`config.mk`:
```
export PLATFORM = sky130hd
export DESIGN_NAME = alignment_band_tile_stepper_flat
export DESIGN_NICKNAME = d
export VERILOG_FILES = /design/src/hdl/abts_pkg.sv /design/src/hdl/abts_in_if.sv /design/src/hdl/abts_out_if.sv /design/src/hdl/abts_cfg.sv /design/src/hdl/abts_core.sv /design/src/hdl/alignment_band_tile_stepper.sv /design/src/flat_wrapper.sv
export SDC_FILE = /design/constraint.sdc
export NUM_CORES = 1
export LEC_CHECK = 0
export ABC_AREA = 0
export BUFFER_PORTS_ARGS = -buffer_cell sky130_fd_sc_hd__buf_4
export CAP_MARGIN = 20
export CORE_ASPECT_RATIO = 1.4
export CORE_UTILIZATION = 50
export CTS_BUF_LIST = sky130_fd_sc_hd__clkbuf_4
export DETAILED_ROUTE_END_ITERATION = 10
export PLACE_DENSITY = 0.71
export SKIP_CTS_REPAIR_TIMING = 1
export SKIP_LAST_GASP = 1
export SLEW_MARGIN = 30
export SYNTH_ARGS = -nofsm -noshare
export SYNTH_HDL_FRONTEND = slang
export SYNTH_SLANG_ARGS = --single-unit
```
`constraint.sdc`:
```
create_clock -name i_clk -period 16.5 [get_ports i_clk]
set_input_delay 1.65 -clock i_clk [delete_from_list [all_inputs] [get_ports i_clk]]
set_output_delay 1.65 -clock i_clk [all_outputs]
set_load 0.02 [all_outputs]
```
`src/hdl/abts_pkg.sv`:
```
// Shared types, constants and codes for the alignment band tile stepper.
// Used by the interfaces, the configuration registers, the core and the top level.
package abts_pkg;

    localparam int COORD_BITS = 16;

    typedef logic [COORD_BITS-1:0] t_coord;
    typedef logic [COORD_BITS:0]   t_wide;
    typedef logic [COORD_BITS+1:0] t_band;

    localparam t_wide BOUND_MAX = '1;
    localparam t_coord COORD_MAX = '1;
    localparam t_coord TILE_HEIGHT_RESET = t_coord'(64);

    typedef enum logic {
        ACT_START  = 1'b0,
        ACT_RESULT = 1'b1
    } t_action;

    typedef enum logic {
        ST_OK       = 1'b0,
        ST_NO_ALIGN = 1'b1
    } t_status;

    typedef enum logic [1:0] {
        CFG_PAT_LEN        = 2'd0,
        CFG_TILE_HEIGHT    = 2'd1,
        CFG_TEXT_LENGTH    = 2'd2,
        CFG_ERROR_LIMIT    = 2'd3
    } t_cfg_idx;

    typedef struct packed {
        t_coord pat_len;
        t_coord tile_height;
        t_coord text_length;
        t_coord error_limit;
    } t_cfg;

    typedef struct packed {
        t_action action;
        t_coord  match_column;
        t_coord  match_distance;
    } t_in_word;

    typedef struct packed {
        t_status status;
        t_coord  tile_start;
        t_wide   tile_width;
        t_coord  tile_rows;
        t_wide   path_bound;
        logic    finished;
    } t_out_word;

endpackage

```
`src/hdl/abts_in_if.sv`:
```
// Input channel of the tile stepper: valid/ready handshake with the item fields.
// Depends on abts_pkg for the field types.
interface abts_in_if;
    logic                valid;
    logic                ready;
    abts_pkg::t_action   action;
    abts_pkg::t_coord    match_column;
    abts_pkg::t_coord    match_distance;

    modport source (output valid, action, match_column, match_distance, input ready);
    modport sink   (input valid, action, match_column, match_distance, output ready);
endinterface

```
`src/hdl/abts_out_if.sv`:
```
// Result channel of the tile stepper: valid/ready handshake with the result fields.
// Depends on abts_pkg for the field types.
interface abts_out_if;
    logic                valid;
    logic                ready;
    abts_pkg::t_status   status;
    abts_pkg::t_coord    tile_start;
    abts_pkg::t_wide     tile_width;
    abts_pkg::t_coord    tile_rows;
    abts_pkg::t_wide     path_bound;
    logic                finished;

    modport source (output valid, status, tile_start, tile_width, tile_rows, path_bound,
                    finished, input ready);
    modport sink   (input valid, status, tile_start, tile_width, tile_rows, path_bound,
                    finished, output ready);
endinterface

```
`src/hdl/abts_cfg.sv`:
```
// Configuration register file of the tile stepper, written through a plain write port.
// Depends on abts_pkg for the register index codes and the configuration struct.
module abts_cfg (
    input  logic              i_clk,
    input  logic              i_rst_n,
    input  logic              i_we,
    input  logic [1:0]        i_index,
    input  abts_pkg::t_coord  i_data,
    output abts_pkg::t_cfg    o_cfg
);

    abts_pkg::t_cfg r_cfg;

    always_ff @(posedge i_clk) begin
        if (!i_rst_n) begin
            r_cfg.pat_len        <= '0;
            r_cfg.tile_height    <= abts_pkg::TILE_HEIGHT_RESET;
            r_cfg.text_length    <= '0;
            r_cfg.error_limit    <= '0;
        end else if (i_we) begin
            unique case (abts_pkg::t_cfg_idx'(i_index))
                abts_pkg::CFG_PAT_LEN:        r_cfg.pat_len        <= i_data;
                abts_pkg::CFG_TILE_HEIGHT:    r_cfg.tile_height    <= i_data;
                abts_pkg::CFG_TEXT_LENGTH:    r_cfg.text_length    <= i_data;
                abts_pkg::CFG_ERROR_LIMIT:    r_cfg.error_limit    <= i_data;
                default: ;
            endcase
        end
    end

    assign o_cfg = r_cfg;

endmodule

```
`src/hdl/abts_core.sv`:
```
// Tiling state and the single-pass datapath that turns one word into one result.
// Depends on abts_pkg; the top level supplies the registered input word and config.
module abts_core (
    input  logic                 i_clk,
    input  logic                 i_rst_n,
    input  logic                 i_fire,
    input  abts_pkg::t_in_word   i_word,
    input  abts_pkg::t_cfg       i_cfg,
    output abts_pkg::t_out_word  o_result
);

    localparam int CB = abts_pkg::COORD_BITS;
    localparam int SW = CB + 4;
    localparam logic signed [SW-1:0] ONE_S = 1;

    abts_pkg::t_band  r_band_width, n_band_width;
    abts_pkg::t_coord r_rows_left, n_rows_left;
    abts_pkg::t_coord r_offset, n_offset;
    abts_pkg::t_coord r_step, n_step;
    abts_pkg::t_coord r_cur_rows, n_cur_rows;
    abts_pkg::t_wide  r_cur_width, n_cur_width;
    abts_pkg::t_wide  r_prev_match, n_prev_match;
    logic             r_prev_valid, n_prev_valid;

    logic [CB+1:0]        w_pos2e;
    logic                 w_no_align;
    logic [CB:0]          w_off_sum;
    abts_pkg::t_wide      w_pos;
    logic signed [SW-1:0] w_proj, w_lo, w_hi, w_upper, w_pm, w_d1, w_d2, w_m;
    abts_pkg::t_wide      w_bound;
    logic [CB+2:0]        w_wsum;
    logic [CB+3:0]        w_end;
    abts_pkg::t_status    w_status;

    always_comb begin
        n_band_width = r_band_width;
        n_rows_left  = r_rows_left;
        n_offset     = r_offset;
        n_step       = r_step;
        n_cur_rows   = r_cur_rows;
        n_prev_match = r_prev_match;
        n_prev_valid = r_prev_valid;
        w_status     = abts_pkg::ST_OK;
        w_bound      = '0;

        w_pos2e    = {2'b00, i_cfg.text_length} + {1'b0, i_cfg.error_limit, 1'b0};
        w_no_align = w_pos2e < {2'b00, i_cfg.pat_len};
        w_off_sum  = {1'b0, r_offset} + {1'b0, r_step};

        w_pos   = {1'b0, i_word.match_column} + {1'b0, r_offset};
        w_proj  = $signed({3'b000, w_pos}) - $signed({4'b0000, r_cur_rows});
        w_lo    = w_proj - $signed({4'b0000, i_word.match_distance});
        if (w_lo[SW-1]) begin
            w_lo = '0;
        end
        w_upper = $signed({4'b0000, i_cfg.text_length}) - ONE_S;
        w_hi    = w_proj + $signed({4'b0000, i_word.match_distance});
        if (w_hi > w_upper) begin
            w_hi = w_upper;
        end
        w_pm = $signed({3'b000, r_prev_match});
        w_d1 = w_pm - w_lo;
        if (w_d1[SW-1]) begin
            w_d1 = -w_d1;
        end
        w_d2 = w_pm - w_hi;
        if (w_d2[SW-1]) begin
            w_d2 = -w_d2;
        end
        w_m = (w_d1 > w_d2) ? w_d1 : w_d2;

        case (i_word.action)
            abts_pkg::ACT_START: begin
                n_offset     = '0;
                n_prev_match = '0;
                n_prev_valid = 1'b0;
                if (w_no_align) begin
                    w_status     = abts_pkg::ST_NO_ALIGN;
                    n_band_width = '0;
                    n_rows_left  = '0;
                    n_step       = '0;
                    n_cur_rows   = '0;
                end else begin
                    n_band_width = w_pos2e - {2'b00, i_cfg.pat_len};
                    n_rows_left  = i_cfg.pat_len;
                    n_step       = (i_cfg.tile_height > i_cfg.error_limit) ?
                                   i_cfg.tile_height - i_cfg.error_limit : '0;
                    n_cur_rows   = (i_cfg.pat_len > i_cfg.tile_height) ?
                                   i_cfg.tile_height : i_cfg.pat_len;
                end
            end
            default: begin
                if (!r_prev_valid) begin
                    n_prev_match = {1'b0, i_word.match_column};
                    n_prev_valid = 1'b1;
                end else begin
                    n_prev_match = w_pos;
                    w_bound = (w_m > $signed({3'b000, abts_pkg::BOUND_MAX})) ?
                              abts_pkg::BOUND_MAX : w_m[CB:0];
                end
                n_offset    = w_off_sum[CB] ? abts_pkg::COORD_MAX : w_off_sum[CB-1:0];
                n_rows_left = r_rows_left - r_cur_rows;
                n_step      = r_cur_rows;
                n_cur_rows  = (n_rows_left < r_cur_rows) ? n_rows_left : r_cur_rows;
            end
        endcase

        // The tile is clipped so that it never runs past the end of the text.
        w_wsum = {1'b0, n_band_width} + {3'b000, n_step};
        w_end  = {4'b0000, n_offset} + {1'b0, w_wsum};
        if (n_offset >= i_cfg.text_length) begin
            n_cur_width = '0;
        end else if (w_end > {4'b0000, i_cfg.text_length}) begin
            n_cur_width = {1'b0, i_cfg.text_length} - {1'b0, n_offset};
        end else begin
            n_cur_width = w_wsum[CB:0];
        end
    end

    always_ff @(posedge i_clk) begin
        if (!i_rst_n) begin
            r_band_width <= '0;
            r_rows_left  <= '0;
            r_offset     <= '0;
            r_step       <= '0;
            r_cur_rows   <= '0;
            r_cur_width  <= '0;
            r_prev_match <= '0;
            r_prev_valid <= 1'b0;
        end else if (i_fire) begin
            r_band_width <= n_band_width;
            r_rows_left  <= n_rows_left;
            r_offset     <= n_offset;
            r_step       <= n_step;
            r_cur_rows   <= n_cur_rows;
            r_cur_width  <= n_cur_width;
            r_prev_match <= n_prev_match;
            r_prev_valid <= n_prev_valid;
        end
    end

    always_comb begin
        o_result.status     = w_status;
        o_result.tile_start = n_offset;
        o_result.tile_width = n_cur_width;
        o_result.tile_rows  = n_cur_rows;
        o_result.path_bound = w_bound;
        o_result.finished   = (n_rows_left == '0);
    end

    // The current tile never holds more rows than remain in the pattern.
    a_rows_within_left: assert property (@(posedge i_clk) disable iff (!i_rst_n)
        r_cur_rows <= r_rows_left)
        else $error("tile rows exceed remaining rows");

    // A start that cannot align leaves an empty, finished tiling.
    a_no_align_empty: assert property (@(posedge i_clk) disable iff (!i_rst_n)
        (o_result.status == abts_pkg::ST_NO_ALIGN) |->
        (o_result.finished && o_result.tile_rows == '0 && o_result.tile_width == '0))
        else $error("failed start produced a non-empty tiling");

    // A clipped tile width always fits within the text coordinate range.
    a_width_in_range: assert property (@(posedge i_clk) disable iff (!i_rst_n)
        !r_cur_width[CB])
        else $error("tile width beyond text coordinate range");

endmodule

```
`src/hdl/alignment_band_tile_stepper.sv`:
```
// Top level of the alignment band tile stepper: input register, core and result register.
// Depends on abts_pkg, abts_in_if, abts_out_if, abts_cfg and abts_core.
//
// The block accepts one word per clock cycle while its result side is not stalled, and returns
// exactly one result word for each, in order. A word is registered at acceptance and processed
// once the result register can take it, when the tiling state is updated and the result
// register is loaded; the rate is set by the single state update stage. A stalled result
// register holds the pipeline without losing words.
// Configuration writes take effect at once and should be made while no word is in flight.
module alignment_band_tile_stepper (
    input  logic              i_clk,
    input  logic              i_rst_n,
    input  logic              i_cfg_we,
    input  logic [1:0]        i_cfg_index,
    input  abts_pkg::t_coord  i_cfg_data,
    abts_in_if.sink           i_item,
    abts_out_if.source        o_result
);

    abts_pkg::t_cfg       w_cfg;
    abts_pkg::t_in_word   r_s1_word;
    logic                 r_s1_valid, n_s1_valid;
    abts_pkg::t_out_word  r_out_word, w_core_result;
    logic                 r_out_valid, n_out_valid;
    logic                 w_advance, w_fire, w_take;

    assign w_advance = !r_out_valid || o_result.ready;
    assign w_fire    = r_s1_valid && w_advance;
    assign w_take    = i_item.valid && i_item.ready;

    assign i_item.ready = !r_s1_valid || w_advance;

    assign n_s1_valid  = w_take ? 1'b1 : (w_fire ? 1'b0 : r_s1_valid);
    assign n_out_valid = w_fire ? 1'b1 : (o_result.ready ? 1'b0 : r_out_valid);

    abts_cfg u_cfg (
        .i_clk   (i_clk),
        .i_rst_n (i_rst_n),
        .i_we    (i_cfg_we),
        .i_index (i_cfg_index),
        .i_data  (i_cfg_data),
        .o_cfg   (w_cfg)
    );

    abts_core u_core (
        .i_clk    (i_clk),
        .i_rst_n  (i_rst_n),
        .i_fire   (w_fire),
        .i_word   (r_s1_word),
        .i_cfg    (w_cfg),
        .o_result (w_core_result)
    );

    always_ff @(posedge i_clk) begin
        if (!i_rst_n) begin
            r_s1_valid  <= 1'b0;
            r_out_valid <= 1'b0;
        end else begin
            r_s1_valid  <= n_s1_valid;
            r_out_valid <= n_out_valid;
        end
    end

    always_ff @(posedge i_clk) begin
        if (w_take) begin
            r_s1_word.action         <= i_item.action;
            r_s1_word.match_column   <= i_item.match_column;
            r_s1_word.match_distance <= i_item.match_distance;
        end
        if (w_fire) begin
            r_out_word <= w_core_result;
        end
    end

    assign o_result.valid      = r_out_valid;
    assign o_result.status     = r_out_word.status;
    assign o_result.tile_start = r_out_word.tile_start;
    assign o_result.tile_width = r_out_word.tile_width;
    assign o_result.tile_rows  = r_out_word.tile_rows;
    assign o_result.path_bound = r_out_word.path_bound;
    assign o_result.finished   = r_out_word.finished;

    // A processed word always lands in the result register.
    a_fire_loads_out: assert property (@(posedge i_clk) disable iff (!i_rst_n)
        w_fire |=> r_out_valid)
        else $error("processed word did not reach the result register");

    // A registered word that cannot advance stays in the input register.
    a_s1_holds: assert property (@(posedge i_clk) disable iff (!i_rst_n)
        (r_s1_valid && !w_advance) |=> (r_s1_valid && $stable(r_s1_word)))
        else $error("stalled input word was lost");

    // The input side is never ready while both stages are full and stalled.
    a_no_overrun: assert property (@(posedge i_clk) disable iff (!i_rst_n)
        (r_s1_valid && r_out_valid && !o_result.ready) |-> !i_item.ready)
        else $error("word accepted into a full pipeline");

endmodule

```
`src/flat_wrapper.sv`:
```
// flat-port wrapper written by rule: the top's interface ports become plain ports
module alignment_band_tile_stepper_flat 
  (i_clk, i_rst_n, i_cfg_we, i_cfg_index, i_cfg_data, i_item_valid, i_item_action, i_item_match_column, i_item_match_distance, i_item_ready, o_result_valid, o_result_status, o_result_tile_start, o_result_tile_width, o_result_tile_rows, o_result_path_bound, o_result_finished, o_result_ready);
  abts_in_if i_item_i ();
  abts_out_if o_result_i ();
  input  logic i_clk;
  input  logic i_rst_n;
  input  logic i_cfg_we;
  input  logic [1:0] i_cfg_index;
  input  abts_pkg::t_coord i_cfg_data;
  input wire logic [$bits(i_item_i.valid)-1:0] i_item_valid;
  input wire logic [$bits(i_item_i.action)-1:0] i_item_action;
  input wire logic [$bits(i_item_i.match_column)-1:0] i_item_match_column;
  input wire logic [$bits(i_item_i.match_distance)-1:0] i_item_match_distance;
  output wire logic [$bits(i_item_i.ready)-1:0] i_item_ready;
  output wire logic [$bits(o_result_i.valid)-1:0] o_result_valid;
  output wire logic [$bits(o_result_i.status)-1:0] o_result_status;
  output wire logic [$bits(o_result_i.tile_start)-1:0] o_result_tile_start;
  output wire logic [$bits(o_result_i.tile_width)-1:0] o_result_tile_width;
  output wire logic [$bits(o_result_i.tile_rows)-1:0] o_result_tile_rows;
  output wire logic [$bits(o_result_i.path_bound)-1:0] o_result_path_bound;
  output wire logic [$bits(o_result_i.finished)-1:0] o_result_finished;
  input wire logic [$bits(o_result_i.ready)-1:0] o_result_ready;
  assign i_item_i.valid = i_item_valid;
  assign i_item_i.action = i_item_action;
  assign i_item_i.match_column = i_item_match_column;
  assign i_item_i.match_distance = i_item_match_distance;
  assign i_item_ready = i_item_i.ready;
  assign o_result_valid = o_result_i.valid;
  assign o_result_status = o_result_i.status;
  assign o_result_tile_start = o_result_i.tile_start;
  assign o_result_tile_width = o_result_i.tile_width;
  assign o_result_tile_rows = o_result_i.tile_rows;
  assign o_result_path_bound = o_result_i.path_bound;
  assign o_result_finished = o_result_i.finished;
  assign o_result_i.ready = o_result_ready;
  alignment_band_tile_stepper u_core (.i_clk(i_clk), .i_rst_n(i_rst_n), .i_cfg_we(i_cfg_we), .i_cfg_index(i_cfg_index), .i_cfg_data(i_cfg_data), .i_item(i_item_i), .o_result(o_result_i));
endmodule
```
# After elaboration in Yosys (flattened, before gate mapping)
# Index checks and enable logic that the tools add are counted.
# word_totals
regBits	267
inputBits	56
out_inout_bits	70
elab_cells	94
# classes
add_sub_neg	17
n_lt_le_gt_ge	9
eq_ne	3
muxes	28
n_reduce_logical	15
# op_table
cell	n
$mux 16	11
$mux 20	4
$mux 17	4
$neg 20->20	2
$sub 18x20->20	2
$mux 18	2
$add 16x16->17	2
$gt 16x16->1	2
$sub 16x16->16	2
$add 16x19->20	1
$gt 20x16->1	1
$gt 20x18->1 const B	1
$gt 20x20->1	1
$add 18x16->19	1
$add 18x17->19	1
$gt 19x17->1	1
$mux 19	1
$sub 18x17->19	1
$add 16x17->18	1
$lt 18x16->1	1
$sub 17x16->18	1
$sub 18x16->18	1
$sub 16x1->17 const B	1
$sub 16x16->17	1
other kinds (12)	26

# Longest topological paths before layout
# depth
ltp_word	12
ltp_mapped	63
ltp_nobuf	59

# Cells and area by module
# Synthesis repeated with hierarchy kept, for this count alone.
# hier_totals
hier_cells	2990
hier_area_um2	25216.7
# by_module_without_submodules
mod	instances	cells_each	area_each_um2	seq_area_each_um2
abts_core	1	2651	19702.6	2001.9
alignment_band_tile_stepper	1	110	3136.8	3072.9
abts_cfg	1	229	2377.3	1281.2

# Worst setup path after synthesis
# No wires, ideal clock.
# synth_path
path_kind	flip-flop to flip-flop
start	reg u_core.r_s1_word[17] (netlist name)
end	reg u_core.r_out_word, in the netlist u_core.o_result.path_bound[11] (data pin)
setup_time_ns	0.169
arrival_time_ns	11.531
t_required_ns	16.331
path_slack_ns	4.800
path_stages_with_launch	57
path_buffers	2
period_less_slack_ns	11.700
cell_sequence	edfxtp_1 ha_1 a21o_1 a21oi_1 o21bai_1 a21o_1 a21oi_1 inv_1 a21oi_1 xnor2_1 ha_1 a21oi_1 nand2_1 o21ai_0 nor2b_1 o21a_1 nor2_1 xnor2_1 (+21 left out) or3_1 or3_1 nor4b_1 a21boi_0 xnor2_1 ha_1 nand4_1 nor3_1 a311oi_1 o21ai_0 a21oi_1 nand3b_1 o211ai_2 inv_1 and2_1 a311o_2 buf_6 o31ai_1
# synth_via
elab_chain_cells	12
word_cells_on_any_way	17
classes_between	add/sub (8); order compare (3); mux (6)
# synth_lines
element	line_no	source
start, declared	alignment_band_tile_stepper.sv:21	abts_pkg::t_in_word r_s1_word;
$add 16x16->17 *	abts_core.sv:50	w_pos = {1'b0, i_word.match_column} + {1'b0, r_offset};
$sub 17x16->18 *	abts_core.sv:51	w_proj = $signed({3'b000, w_pos}) - $signed({4'b0000, r_cur_rows});
$add 18x17->19	abts_core.sv:57	w_hi = w_proj + $signed({4'b0000, i_word.match_distance});
$gt 19x17->1	abts_core.sv:58	if (w_hi > w_upper) begin
$mux 20	abts_core.sv:58	
$sub 18x20->20	abts_core.sv:66	w_d2 = w_pm - w_hi;
$neg 20->20	abts_core.sv:68	w_d2 = -w_d2;
$mux 20	abts_core.sv:67	if (w_d2[SW-1]) begin
$gt 20x20->1	abts_core.sv:70	w_m = (w_d1 > w_d2) ? w_d1 : w_d2;
$mux 20 *	abts_core.sv:70	
$gt 20x18->1	abts_core.sv:98	w_bound = (w_m > $signed({3'b000, abts_pkg::BOUND_MAX})) ?
$mux 17 *	abts_core.sv:98	
end signal, assigned	alignment_band_tile_stepper.sv:71	r_out_word <= w_core_result;
end, declared	alignment_band_tile_stepper.sv:23	abts_pkg::t_out_word r_out_word, w_core_result;
# Mark *: on every way between the ends. The rest lies on a longest branch, timed or not.
# A chain may end at the register's enable or synchronous reset.

# Final worst setup path
# layout_path
start	reg u_core.r_s1_word[17] (netlist name)
end	reg u_core.r_out_word, in the netlist u_core.o_result.path_bound[8] (data pin)
# Same word-level chain as after synthesis.

==> impl_metrics.csv <==
group,metric,value,unit
outcome,outcome,"completed",
sta,rsz0062_at_grt,"no",
logic_synthesis,synth_top_family_by_area,"compound AO/OA/AOI/OAI gates",
worst_setup_path,cp_slowest_stage_delay,0.64,ns
die,num_rows,96,
placement,place_inst,3732,
global_routing,gr-usage-met2,62.0,%
logic_synthesis,syn-num-nets,3435,
finish,syn_to_final_growth,10.2,%
logic_synthesis,yosysTopAreaCell,"ha_1",
job,maxCapViolCount,0,
die,core-area,49000,um2
finish,finalNonFillerCells,3872,
worst_setup_path,end_kind,"flop",
worst_setup_path,crit_slowest_cell,"xnor2_1",
global_routing,busiest_layer,"met2",
logic_synthesis,synth_simple_gate_area_share,19.3,%
die,fp.dieH,266,um
detailed_routing,totalWireLength,89700,um
logic_synthesis,ys_seq_elements,267,
detailed_routing,dr.pass1.iters,5,
logic_synthesis,synth-compound-area-share,23.4,%
clocking,cts_tree,"yes",
logic_synthesis,synth_ff_type,"dfxtp_1",
detailed_routing,drt_iter0_drc,1522,
detailed_routing,wire_per_inst,23.2,um
global_routing,use_met1,34.6,%
placement,placed_area,26400,um2
finish,drive_above_1_share,10.0,%
global_routing,grt_pass1_wl,134000,um
sta,hold_violations,0,
sta,relSlewSlack,38.5,%
worst_setup_path,crit_type,"flop to flop",
die,dieArea,50600,um2
global_routing,grt_remaining_overflow,0,
global_routing,use_met3,4.30,%
sta,slew_violations,0,
finish,final_util,55.8,%
finish,layout_common_cells,"338 x nand2_1, 315 x ha_1, 241 x nor2_1, 210 x inv_1",
detailed_routing,remaining_drc_errors,0,
clocking,cts-root-buf,"clkbuf_4",
clocking,cts.path.max_buffers,3,
power,pwr_density_cell,151,nW/um2
logic_synthesis,synth_area,24800,um2
logic_synthesis,synthTopCellsByArea,"ha_1 16%, dfxtp_1 13%, edfxtp_1 12%",
sta,finalSetupTns,0,ns
logic_synthesis,synthMuxAreaShare,2.22,%
logic_synthesis,syn-instance-count,3050,
finish,mostFrequentLayoutCell,"nand2_1",
placement,dp_hpwl,71300,um
logic_synthesis,yosys.area_share.adder,17.0,%
worst_setup_path,startpoint_type,"flop",
logic_synthesis,avgSynthCellArea,8.14,um2
sta,tightest_slew,0.920,ns
die,start_util,50.7,%
sta,layout_min_cycle_time,13.97,ns
global_routing,grt_pass1_vias,23500,
sta,fin_crit_sh,84.7,%
sta,fin_worst_skew,0.0606,ns
worst_setup_path,crit_path_max_fanout,32,
worst_setup_path,crit_required,17.10,ns
sta,setup_viol,0,
logic_synthesis,synthArstFlopShare,0,%
power,p_leak,11.7,nW
logic_synthesis,synth_edf_count,101,
logic_synthesis,yosysTopAreaCellShare,15.9,%
logic_synthesis,yosysUniqueCellTypes,92,
clocking,clk_latency,0.85,ns
die,ios,126,
global_routing,grt.total_usage,35.1,%
logic_synthesis,ys_warn_count,0,
power,peakVddDrop,219,uV
detailed_routing,ant_nets,0,
detailed_routing,via_per_inst,6.12,
logic_synthesis,synthXorXnorAreaFrac,7.61,%
die,die_w,190,um
global_routing,grt_max_degree,97,
worst_hold_path,hp-class,"flop to flop",
clocking,clkTransAtPathRegs,0.06,ns
logic_synthesis,ys_seq_area_share,25.6,%
clocking,cts_made_buffers,74,
clocking,cts_max_level,3,
finish,nets,3556,
worst_setup_path,arrival,14.57,ns
global_routing,grt_antenna_before_repair,2,
sta,fmax,71.6,MHz
placement,port_buffers,125,
sta,whs,0.467,ns
placement,gp_congestion,1.03,
clocking,clock-sinks,267,
detailed_routing,vias,23700,
finish,finalInstanceArea,27400,um2
## per-stage QoR
stage | worst slack (ns) | power, W
after detailed placement | 2.70 | 0.00344
final | 2.53 | 0.00412
after global routing | 1.48 | 0.00439
after global placement | 3.05 | 0.00338
after floorplan | 4.80 | 0.00267
after CTS | 2.63 | 0.00410
## cells in the mapped netlist (55+ instances only)
| cell type | instances |
|---|---|
| nor2_1 | 242 |
| edfxtp_1 | 101 |
| a21oi_1 | 181 |
| nor3_1 | 56 |
| ha_1 | 315 |
| dfxtp_1 | 166 |
| o21ai_0 | 181 |
| xnor2_1 | 158 |
| a21boi_0 | 99 |
| xor2_1 | 55 |
| nand2_1 | 338 |
| inv_1 | 211 |
| a21o_1 | 67 |
| nand3_1 | 87 |
| clkbuf_1 | 87 |
## path summary, 6_finish.rpt
check / start / slack (ns) / to / cells after the start
worst max register to register: u_core.r_s1_word[17] / 2.53 / u_core.o_result.path_bound[8] / 54
worst min register to register: u_core.u_core.r_step[5] / 0.47 / u_core.u_core.r_step[5] / 2
worst max-delay path: u_core.r_s1_word[17] / 2.53 / u_core.o_result.path_bound[8] / 54
worst min-delay path: u_core.u_core.r_step[5] / 0.47 / u_core.u_core.r_step[5] / 2
## per-layer routing
layer	share of wire [%]	vias up	wire (um)
li1	-	11300	-
met1	35	11200	31500
met2	49	888	43800
met3	4.7	342	4180
met4	11	2	10200
met5	0.011	-	10
## final cells by class
class,instances,area [um2]
clock inverters,32,195
repair buffers,147,1100
fillers,4688,21700
diodes,5,12.5
well taps,637,797
flip-flops and latches,267,6360
multi-input cells,2470,17300
inverters,211,795
clock buffers,103,773
## cell families after synthesis
family	Yosys count
other cells	2
xor+xnor	214
fa+ha+maj	329
simple gates	1003
flops	267
buf+inv	313
mux	53
compound gates	869
## flip-flops by register name (all words and copies together), names as in the netlist
register                    flops
u_core.u_cfg.o_cfg             64
u_core.r_s1_word               33
u_core.u_core.r_band_width     18
u_core.o_result.path_bound     17
u_core.o_result.tile_width     17
u_core.u_core.r_prev_match     17
u_core.o_result.tile_rows      16
u_core.o_result.tile_start     16
u_core.u_core.r_cur_rows       16
u_core.u_core.r_offset         16
u_core.u_core.r_rows_left      16
u_core.u_core.r_step           16
u_core.o_result.finished        1
u_core.o_result.status          1
u_core.o_result.valid           1
u_core.r_s1_valid               1
u_core.u_core.r_prev_valid      1
## report_power, final
| part | internal (W) | switching, W |
|---|---|---|
| clock network | 0.000323 | 0.000320 |
| logic | 0.00102 | 0.00168 |
| registers | 0.000737 | 0.0000383 |
| total | 0.00208 | 0.00204 |
## worst max-delay path: cells and delay by family, from the launching register on
family / cells / cell delay, ns
fa+ha+maj: 6 / 2.01
simple gates: 16 / 2.85
mux: 1 / 0.41
buf+inv: 3 / 0.62
xor+xnor: 4 / 1.20
compound gates: 24 / 6.23
flops: 1 / 0.42
No activity file was read; power rests on OpenSTA's default activity.
